File: src/design/ufte_pkg.sv
// ----------------------------------------------------------------------------
// ufte_pkg
// Shared types and codes of the UDP flow table: function codes, result
// events, register indexes, the flow key and the controller states.
// ----------------------------------------------------------------------------
package ufte_pkg;

  typedef struct packed {
    logic [15:0] tport;
    logic [31:0] tip;
    logic [15:0] cport;
    logic [31:0] cip;
  } key_t;

  localparam logic [1:0] FN_PACKET  = 2'd0;
  localparam logic [1:0] FN_TICK    = 2'd1;
  localparam logic [1:0] FN_SWEEP   = 2'd2;
  localparam logic [1:0] FN_REFRESH = 2'd3;

  localparam logic [2:0] EV_HIT       = 3'd0;
  localparam logic [2:0] EV_OPENED    = 3'd1;
  localparam logic [2:0] EV_EVICTED   = 3'd2;
  localparam logic [2:0] EV_EXPIRED   = 3'd3;
  localparam logic [2:0] EV_NONE_EXP  = 3'd4;
  localparam logic [2:0] EV_TICK      = 3'd5;
  localparam logic [2:0] EV_REFRESHED = 3'd6;
  localparam logic [2:0] EV_NOT_OPEN  = 3'd7;

  localparam logic CFG_IDLE_LIMIT = 1'b0;
  localparam logic CFG_MAX_FLOWS  = 1'b1;

  localparam logic [15:0] IDLE_LIMIT_RESET = 16'd90;
  localparam logic [6:0]  MAX_FLOWS_RESET  = 7'd64;
  localparam logic [6:0]  MAX_RESULTS      = 7'd64;

  typedef enum logic [2:0] {
    S_IDLE,
    S_DISPATCH,
    S_WAVE,
    S_PKT,
    S_SWEEP
  } state_t;

endpackage

File: src/design/ufte_cell.sv
// ----------------------------------------------------------------------------
// ufte_cell
// One table entry. Holds the flow key and timestamps, and passes the running
// hit, free-slot and oldest-entry candidates on to the next cell each cycle.
// ----------------------------------------------------------------------------
module ufte_cell
  import ufte_pkg::*;
#(
  parameter int IW  = 6,
  parameter int IDX = 0
) (
  input  logic          clk,
  input  logic          rst,
  input  key_t          key_i,
  input  logic [31:0]   now_i,
  input  logic [31:0]   cc_i,
  input  logic [15:0]   limit_i,
  input  logic          close_i,
  input  logic          touch_i,
  input  logic          open_i,
  input  logic          hit_v_i,
  input  logic [IW-1:0] hit_idx_i,
  input  logic          free_v_i,
  input  logic [IW-1:0] free_idx_i,
  input  logic          best_v_i,
  input  logic [31:0]   best_age_i,
  input  logic [31:0]   best_cage_i,
  input  logic [IW-1:0] best_idx_i,
  output logic          hit_v_o,
  output logic [IW-1:0] hit_idx_o,
  output logic          free_v_o,
  output logic [IW-1:0] free_idx_o,
  output logic          best_v_o,
  output logic [31:0]   best_age_o,
  output logic [31:0]   best_cage_o,
  output logic [IW-1:0] best_idx_o,
  output logic          open_o,
  output logic          exp_o
);

  localparam logic [IW-1:0] MY_IDX = IW'(IDX);

  logic        open_q;
  key_t        key_q;
  logic [31:0] last_q;
  logic [31:0] co_q;
  logic [31:0] age;
  logic [31:0] cage;
  logic        older;

  assign age    = now_i - last_q;
  assign cage   = cc_i - co_q;
  assign open_o = open_q;
  assign exp_o  = open_q && (age > {16'b0, limit_i});
  assign older  = !best_v_i || (age > best_age_i) ||
                  (age == best_age_i && cage > best_cage_i);

  always_ff @(posedge clk) begin
    if (rst) begin
      open_q <= 1'b0;
    end else if (open_i) begin
      open_q <= 1'b1;
    end else if (close_i) begin
      open_q <= 1'b0;
    end
  end

  always_ff @(posedge clk) begin
    if (open_i) begin
      key_q  <= key_i;
      last_q <= now_i;
      co_q   <= cc_i;
    end else if (touch_i) begin
      last_q <= now_i;
    end
  end

  // candidate chain: lower cells win hits and free slots, strict older wins
  always_ff @(posedge clk) begin
    if (rst) begin
      hit_v_o  <= 1'b0;
      free_v_o <= 1'b0;
      best_v_o <= 1'b0;
    end else begin
      if (hit_v_i || !(open_q && key_q == key_i)) begin
        hit_v_o   <= hit_v_i;
        hit_idx_o <= hit_idx_i;
      end else begin
        hit_v_o   <= 1'b1;
        hit_idx_o <= MY_IDX;
      end
      if (free_v_i || open_q) begin
        free_v_o   <= free_v_i;
        free_idx_o <= free_idx_i;
      end else begin
        free_v_o   <= 1'b1;
        free_idx_o <= MY_IDX;
      end
      if (open_q && older) begin
        best_v_o    <= 1'b1;
        best_age_o  <= age;
        best_cage_o <= cage;
        best_idx_o  <= MY_IDX;
      end else begin
        best_v_o    <= best_v_i;
        best_age_o  <= best_age_i;
        best_cage_o <= best_cage_i;
        best_idx_o  <= best_idx_i;
      end
    end
  end

endmodule

File: config.mk
export PLATFORM = sky130hd
export DESIGN_NAME = ufte_cell
export DESIGN_NICKNAME = d
export VERILOG_FILES = /design/src/design/ufte_pkg.sv /design/src/design/ufte_cell.sv
export SDC_FILE = /design/constraint.sdc
export NUM_CORES = 1
export LEC_CHECK = 0
export ABC_CLOCK_PERIOD_IN_PS = 5300
export BUFFER_PORTS_ARGS = -buffer_cell sky130_fd_sc_hd__buf_2
export CAP_MARGIN = 15
export CORE_ASPECT_RATIO = 0.8
export CORE_MARGIN = 1.5
export CORE_UTILIZATION = 25
export DETAILED_ROUTE_END_ITERATION = 7
export HOLD_SLACK_MARGIN = 0.12
export SLEW_MARGIN = 20
export SYNTH_ARGS = -nofsm -noshare
export SYNTH_HDL_FRONTEND = slang
export SYNTH_SLANG_ARGS = --single-unit
File: constraint.sdc
create_clock -name clk -period 5.3 [get_ports clk]
set_clock_uncertainty 0.1 [all_clocks]
set_input_delay 0.53 -clock clk [delete_from_list [all_inputs] [get_ports clk]]
set_output_delay 0.53 -clock clk [all_outputs]
set_load 0.005 [all_outputs]
Word level (Yosys, flattened, before mapping)
Index checks and enable logic that the tools add are counted.
Storage, ports and cells
  register bits: 246
  bits of input ports: 266
  output and inout port bits: 87
  logic and storage cells: 43
Operators by class
  $add $sub $neg: 2
  order comparisons: 3
  equality and inequality tests: 2
  multiplexer cells: 9
  reductions and logical operators: 12
Operator list (number)
  32-bit 2-to-1 mux: 4
  96-bit equality test: 1
  32-bit greater-than comparator: 2
  32-bit subtractor: 2
  32-bit equality test: 1
  32-bit by 16-bit greater-than comparator with 1-bit output: 1
  1-bit 2-to-1 mux: 5
  1-bit logical AND: 4
  1-bit logical OR: 4
  2-bit nonzero test: 2
  1-bit zero test: 2

Longest topological paths before layout
Gate-level depths: netlist of run 1.
  depth in word-level cells: 6
  gate-level depth with buffers: 23

Least setup slack after synthesis of run 1
Ideal clock, no wire load.
  path kind: input-to-reg
  start: input cc_i[0]
  end: register best_age_o[10], data pin
  arrival: 5056 ps
  required time: 4940 ps
  setup slack: -116 ps
  cell stages on the path: 22
  path buffers: 1
  path through: inv_1 > ha_1 > inv_1 > fa_1 > a21o_1 > a2111oi_0 > nor3_1 > o31ai_1 > nor3_1 > o21ai_0 > o2111ai_1 > a21oi_1 > xnor2_1 > ha_1 > nor2b_1 > o21ai_0 > nand2b_1 > a2111oi_0 > a21oi_1 > o21ai_1 > clkbuf_1 > mux2_2
Between the ends
  word-level cells in the longest chain between the ends: 6
Ends and longest elaborated chain
  start: declaration: RTL line ufte_cell.sv:16  | input logic [31:0] cc_i,
  32-bit subtractor: RTL line ufte_cell.sv:52  | assign cage = cc_i - co_q;
  32-bit greater-than comparator: RTL line ufte_cell.sv:56  | (age == best_age_i && cage > best_cage_i);
  1-bit logical AND: RTL line ufte_cell.sv:56
  1-bit logical OR: RTL line ufte_cell.sv:55  | assign older = !best_v_i || (age > best_age_i) ||
  1-bit logical AND: RTL line ufte_cell.sv:99  | if (open_q && older) begin
  32-bit 2-to-1 mux: RTL line ufte_cell.sv:99
  end signal: assignment: RTL line ufte_cell.sv:101  | best_age_o <= age;
  end signal: assignment: RTL line ufte_cell.sv:106  | best_age_o <= best_age_i;
  end: declaration: RTL line ufte_cell.sv:34  | output logic [31:0] best_age_o,
Every way passes these cells.
A chain may end at the register's enable or synchronous reset.

Worst setup path after layout of run 1
  start: register last_q[8]
  end: output exp_o
Between the ends
  word-level cells in the longest chain between the ends: 3
Ends and longest elaborated chain
  start: declaration: RTL line ufte_cell.sv:45  | logic [31:0] last_q;
  start signal: assignment: RTL line ufte_cell.sv:71  | last_q <= now_i;
  start signal: assignment: RTL line ufte_cell.sv:74  | last_q <= now_i;
  32-bit subtractor: RTL line ufte_cell.sv:51  | assign age = now_i - last_q;
  32-bit by 16-bit greater-than comparator with 1-bit output: RTL line ufte_cell.sv:54  | assign exp_o = open_q && (age > {16'b0, limit_i});
  1-bit logical AND: RTL line ufte_cell.sv:54
  end: declaration: RTL line ufte_cell.sv:38  | output logic exp_o
Every way passes these cells.

==> results of run 1 <==
timing repair:
item / 4_1_cts / 5_1_grt
hold endpoints to repair: 165 / 0
endpoints found under the setup margin: 63 / 71
pin swaps: 13 / 4
buffers inserted: 7 / 1
gates cloned: 2 / 0
hold buffers: 165 / 0
gates resized for setup: 17 / 9
flip-flops by register name (all words and copies together) (netlist names):
name / flops
free_v_o: 1
best_idx_o: 6
last_q: 32
best_age_o: 32
hit_idx_o: 6
co_q: 32
free_idx_o: 6
key_q: 96
best_cage_o: 32
open_o: 1
hit_v_o: 1
best_v_o: 1
through the flow:
stage	std cells	hold WS, ns
finish	2729	0.149
global route	2729	0.138
CTS	2728	0.123
detailed placement	2501	0.558
global placement	2501	0.554
floorplan	1270	0.405
cell usage in the layout (no fill, tap or decap), types with 7 or more instances in the layout:
| master | count |
|---|---|
| buf_4 | 129 |
| nand4_1 | 36 |
| xor2_1 | 49 |
| nand2_1 | 36 |
| clkbuf_16 | 29 |
| o2bb2ai_1 | 8 |
| and2_1 | 7 |
| nand3_1 | 13 |
| buf_2 | 351 |
| o21ai_0 | 36 |
| a221oi_1 | 8 |
| ha_1 | 141 |
| a21oi_1 | 67 |
| edfxtp_1 | 242 |
| o21a_1 | 13 |
| nor3_1 | 9 |
| xnor2_1 | 69 |
| nand2b_1 | 10 |
| inv_1 | 194 |
| a21o_1 | 50 |
| nor4_1 | 14 |
| o21bai_1 | 12 |
| nor2_1 | 33 |
| o22ai_1 | 11 |
| nor2b_1 | 25 |
| mux2_2 | 62 |
| dlygate4sd3_1 | 165 |
report_power, final:
group	internal (mW)	switching [mW]
logic	0.976	0.950
registers	2.34	0.0616
clock network	1.20	0.853
total	4.52	1.86
cell families (layout without fill, tap and decap cells):
group,count (synthesis),after routing,share of synthesized area
AO/OA/AOI/OAI,273,273,0.125
flip-flops,246,246,0.499
AND/OR/NAND/NOR,213,213,0.0790
buffers and inverters,210,900,0.0535
adder cells (fa/ha/maj),144,144,0.123
XOR/XNOR,118,118,0.0702
multiplexers,66,66,0.0501
Yosys cell counts (all sizes together), types with 3 or more instances:
| cell type | count |
|---|---|
| o21a | 13 |
| nor4 | 15 |
| a31oi | 6 |
| a22o | 4 |
| xor2 | 49 |
| or3 | 6 |
| and4 | 5 |
| o2111ai | 3 |
| a221oi | 9 |
| nor2 | 34 |
| inv | 196 |
| mux2i | 4 |
| nor3 | 10 |
| nand2b | 10 |
| nand2 | 36 |
| ha | 142 |
| a21oi | 72 |
| o22ai | 13 |
| o31ai | 5 |
| o211ai | 5 |
| a2111oi | 4 |
| or2 | 4 |
| dfxtp | 4 |
| edfxtp | 242 |
| a21o | 50 |
| and3 | 5 |
| o221ai | 3 |
| o21bai | 13 |
| clkbuf | 13 |
| mux2 | 62 |
| or4 | 3 |
| xnor2 | 69 |
| o2bb2ai | 8 |
| nand3 | 13 |
| o21ai | 43 |
| o31a | 4 |
| and2 | 7 |
| nand4 | 36 |
| nor2b | 26 |
| a211oi | 6 |
layer usage:
metal / vias to the layer above / wire [um] / global-route usage
met2: 373 / 21400 / 0.252
met1: 5922 / 21300 / 0.202
met3: 59 / 2880 / 0.0291
li1: 5995 / - / -
met4: 2 / 893 / 0.0322
met5: - / 13 / 0
final cells by class:
class | instances | area, sq um | area share
Timing Repair Buffer | 651 | 4510 | 0.213
Inverter | 196 | 738 | 0.0348
Multi-Input combinational cell | 814 | 6680 | 0.315
Clock inverter | 18 | 206 | 0.00974
Sequential cell | 246 | 7350 | 0.347
Tap cell | 769 | 962 | 0.0454
Clock buffer | 35 | 748 | 0.0353
final timing paths:
kind,from,slack (ns),cells after the start,endpoint
worst min register to register,open_o$_SDFFE_PP0P_,0.55,2,free_v_o$_SDFF_PP0_
worst max-delay path,last_q[8]$_DFFE_PP_,-0.57,18,exp_o
worst max register to register,last_q[1]$_DFFE_PP_,-0.11,24,best_age_o[29]$_DFFE_PN_
worst min-delay path,rst,0.15,2,free_v_o$_SDFF_PP0_
==> results.yml, run 1 <==
synthesis:
  syn_avg_cell_area_sq_um: 11.6
  netlist_instances: 1270
  synth_top_flop_cell: "edfxtp_1"
  yosysWarnings: 0
  yosysSeqAreaShare: 0.499
  synth_edf_count: 242
  ys_ff_latch: 246
  ys_async_sr_fraction: 0
  yosysUniqueCellTypes: 62
  synth_area_leaders: "edfxtp_1 (49%), ha_1 (12%), inv_1 (5.0%)"
  synth.top_cell.area_share: 0.494
  synth_top_area_cell: "edfxtp_1"
  synth_area_sq_um: 14700
  syn-num-nets: 1680
setup_path:
  cp_num_buf_inv: 3
  crit_path_max_fanout: 4
  crit_arrival_ns: 5.24
  startpoint_type: "flip-flop"
  crit_path_end_kind: "output port"
  worst_path_dominant_cell_family: "compound AO/OA/AOI/OAI gates"
  cpMaxStageDelayCell: "or4b_4"
  required_ns: 4.67
  critPathKind: "flip-flop to output port"
  cp_cell_sequence: "inv_1, ha_1, a21o_1, a21o_1, a221oi_2, buf_4, o221ai_1, o22ai_2, xnor2_1, ha_1, nand4_1, or2_2, o22ai_2, nand2b_1, or4_1, or4b_4, o41a_1, buf_2"
  cpPeakStageDelay_ns: 0.54
run_status:
  violations: "negative setup slack"
  status: "finished, violations left"
grt:
  grt_pass1_wl_um: 71100
  grtUsageTotal: 0.151
  grt_start_max_net_pins: 69
  grt.overflow.total: 0
  grt_pass1_vias: 13000
  antenna_found_initial: 2
clock_network:
  clk_pin_slew_ns: 0.06
  cts_max_level: 1
  clockBufferDepth: 3
  cts_root_buf: "clkbuf_16"
  insertion_delay_ns: 0.57
  cts_sinks: 246
  numCtsBuffers: 29
  cts_tree: "yes"
cells_and_area:
  drive_gt1_frac: 0.320
  n_fill_cell: 5648
  final_cell_area_sq_um: 21200
  area_growth_pct: 44.0
  antenna_cells: 0
  nNetsFinal: 2348
  fin_util: 0.364
die:
  die_area_sq_um: 60400
  rows: 79
  initial_utilization: 0.253
  core-area_sq_um: 58200
  io_pins: 353
  die_x_um: 274
  dieHeight_um: 220
timing:
  max_freq_mhz: 170
  setup_tns_ns: -3.38
  maxSlewViolCount: 0
  rsz0062_at_grt: "true"
  period_needed_ns: 5.87
  hold_viol_final: 0
  setup_violations: 54
  finalWorstSetupSlack_ns: -0.571
  worstMarginPinSlew_ns: 0.929
  min_period_over_period: 1.11
  relSlewSlack: 0.381
power:
  p_total_mw: 6.38
  peakVddDrop_uv: 222
  power.leakage_nw: 9.59
  powerDensity_nw_per_um2: 301
drt:
  vias: 12400
  dr.pass1.iters: 5
  vias_per_cell: 4.53
  drc: 0
  drt-wirelength-per-cell_um: 17.0
  routed_wl_um: 46500
  drtAntennaViolNets: 0
  drtIter0Drc: 680
place:
  io_buffers: 352
  gp_congestion: 0.892
  preCtsSetupSlack_ns: -0.560
  dp_hpwl_um: 34800
  post_dp_cell_area_sq_um: 18400
worst_hold_path:
  holdCritPathClass: "input pin to flip-flop"
flow_run:
  drv_cap: 0
No activity file was read; power rests on OpenSTA's default activity.
==> run 2: changes to the inputs <==
Settings changed: ABC_AREA set to 1, CTS_BUF_LIST set to sky130_fd_sc_hd__clkbuf_4 sky130_fd_sc_hd__clkbuf_8.
==> run 2 against run 1 <==
Net effect:
- core utilization decreased by 1.2 points
- cell area is 7.3% higher
- the run now ends clean
- critical path type is now input pin to output port
- total power grew 0.67%
==> results.yml, run 2 <==
synthesis:
  synth_area_leaders: "edfxtp_1 (44%), nand2_1 (12%), ha_1 (11%)"
  synth.top_cell.area_share: 0.442
  synth_area_sq_um: 16500
  netlist_instances: 1981
  yosysMostFrequentCell: "nand2_1"
  yosysUniqueCellTypes: 40
  ys_async_sr_fraction: 0
  synth_top_flop_cell: "edfxtp_1"
  yosysWarnings: 0
  synthTopCellsByCount: "nand2_1 (526), inv_1 (388), edfxtp_1 (242)"
  yosysSeqAreaShare: 0.447
  synth_top_area_cell: "edfxtp_1"
  syn-num-nets: 2391
  synth_edf_count: 242
  ys_ff_latch: 246
  syn_avg_cell_area_sq_um: 8.30
place:
  post_dp_cell_area_sq_um: 19200
  dp_hpwl_um: 42900
  io_buffers: 352
  placed_cells: 3173
  preCtsSetupSlack_ns: 0.259
  gp_congestion: 0.903
clock_network:
  clk_pin_slew_ns: 0.06
  insertion_delay_ns: 0.63
  post_cts_buffers: 0
  cts_tree: "yes"
  cts_sinks: 246
  cts_root_buf: "clkbuf_8"
  numCtsBuffers: 46
  clockBufferDepth: 3
  cts_max_level: 2
setup_path:
  startpoint_type: "input pin"
  cpPeakStageDelay_ns: 0.54
  cpMaxStageDelayCell: "dlygate4sd3_1"
  critPathKind: "input pin to output port"
  worst_path_dominant_cell_family: "simple AND/OR/NAND/NOR gates"
  cp_cell_sequence: "dlygate4sd3_1, buf_2, ha_1, nand2_1, nor2_1, nand3_1, nand3b_1, xor2_1, ha_1, a21oi_1, o21ai_0, a21oi_1, nand2_1, nand2_1, nand3_1, nor2_1, nand3_1, nor2_1, buf_4, nor2_1, buf_2"
  crit_path_end_kind: "output port"
  crit_arrival_ns: 4.52
  reg2reg_from: "last_q[0]$_DFFE_PP_"
  cp-startpoint: "now_i[8]"
  crit_path_max_fanout: 4
  cp_common_cell: "nor2_1"
  cp_num_buf_inv: 4
  required_ns: 4.67
power:
  peakVddDrop_uv: 179
  powerDensity_nw_per_um2: 283
  power.leakage_nw: 11.3
  p_total_mw: 6.43
grt:
  met3_usage: 0.0503
  grt_pass1_vias: 14700
  grt_pass1_wl_um: 85600
  grtUsageMet2: 0.249
  grt-busiest-layer: "met2"
  antenna_found_initial: 18
  grt.overflow.total: 0
  grt_start_max_net_pins: 73
  grtUsageTotal: 0.165
  met1_usage: 0.225
flow_run:
  drv_cap: 0
timing:
  relSlewSlack: 0.379
  worstMarginPinSlew_ns: 0.931
  setup_violations: 0
  min_period_over_period: 0.972
  max_freq_mhz: 194
  period_needed_ns: 5.15
  whs_ns: 0.203
  hold_viol_final: 0
  finalWorstSetupSlack_ns: 0.150
  maxSlewViolCount: 0
die:
  core-area_sq_um: 64600
  dieHeight_um: 232
  initial_utilization: 0.255
  io_pins: 353
  die_area_sq_um: 67400
  rows: 83
  die_x_um: 290
cells_and_area:
  final_cell_mix: "nand2_1 (525), inv_1 (387), buf_2 (351)"
  drive_gt1_frac: 0.177
  final_cell_area_sq_um: 22700
  n_fill_cell: 6625
  multi_input_area_sq_um: 7540
  nNetsFinal: 3024
  largest_register_ffs: 96
  seq_area_sq_um: 7350
  area_growth_pct: 38.2
  finalNonFillerCells: 3508
  final_common_cell: "nand2_1"
  top_register: "key_q"
run_status:
  status: "finished, final reports clean"
drt:
  dr.pass1.iters: 6
  vias_per_cell: 4.28
  drt-wirelength-per-cell_um: 16.1
  vias: 15000
  drc: 0
  routed_wl_um: 56300
  drtIter0Drc: 826
  drtAntennaViolNets: 0
worst_hold_path:
  hold_start: "best_cage_i[16]"
  holdCritPathClass: "input pin to flip-flop"
## run 2: worst paths after layout
path	depth (start not counted)	slack, ns	endpoint
min reg2reg	3	0.70	best_cage_o[0]$_DFFE_PN_
min	3	0.20	best_cage_o[16]$_DFFE_PN_
max	21	0.15	exp_o
max reg2reg	26	0.83	best_age_o[29]$_DFFE_PN_
## run 2: through the flow
stage,util,TNS (ns)
after floorplan,-,0
after global placement,0.298,0
after detailed placement,0.298,0
after CTS,0.351,0
after global routing,0.352,-0.00142
final,0.352,0
## run 2: worst min-delay path: stages
cell,delay [ns]
buf_2,0.16
nand2_1,0.07
nand2_1,0.05
## run 2: timing repair
action,4_1_cts,5_1_grt
gates resized for setup,0,10
endpoints found under the setup margin,0,1
hold buffers,243,0
endpoints found under the hold margin,240,0
## run 2: area by class of cell
type	instances	area share
Antenna cell	6	0.000660
Clock buffer	62	0.0342
Clock inverter	24	0.0106
Inverter	388	0.0641
Multi-Input combinational cell	1325	0.331
Sequential cell	246	0.323
Tap cell	850	0.0468
Timing Repair Buffer	607	0.189
## run 2: cell families (layout without fill, tap and decap cells)
group | after synthesis | after routing | share of synthesized area
adders and majority gates | 144 | 144 | 0.110
DFF | 246 | 246 | 0.447
buffers and inverters | 410 | 1081 | 0.0991
and+or+nand+nor | 912 | 912 | 0.233
xor gates and xnor gates | 100 | 100 | 0.0532
other | 0 | 6 | 0
AOI/OAI and AO/OA | 169 | 169 | 0.0581
## run 2: per-layer routing
layer  vias up  routed length [um]
met1      6754               27000
met3        88                4530
met5         -                 115
li1       7690                   -
met2       477               23300
met4        16                1380
## run 2: power by group
part           total, mW  internal [mW]  switching, mW
clock               2.09           1.17          0.922
combinational       1.92          0.758           1.16
sequential          2.42           2.34         0.0722
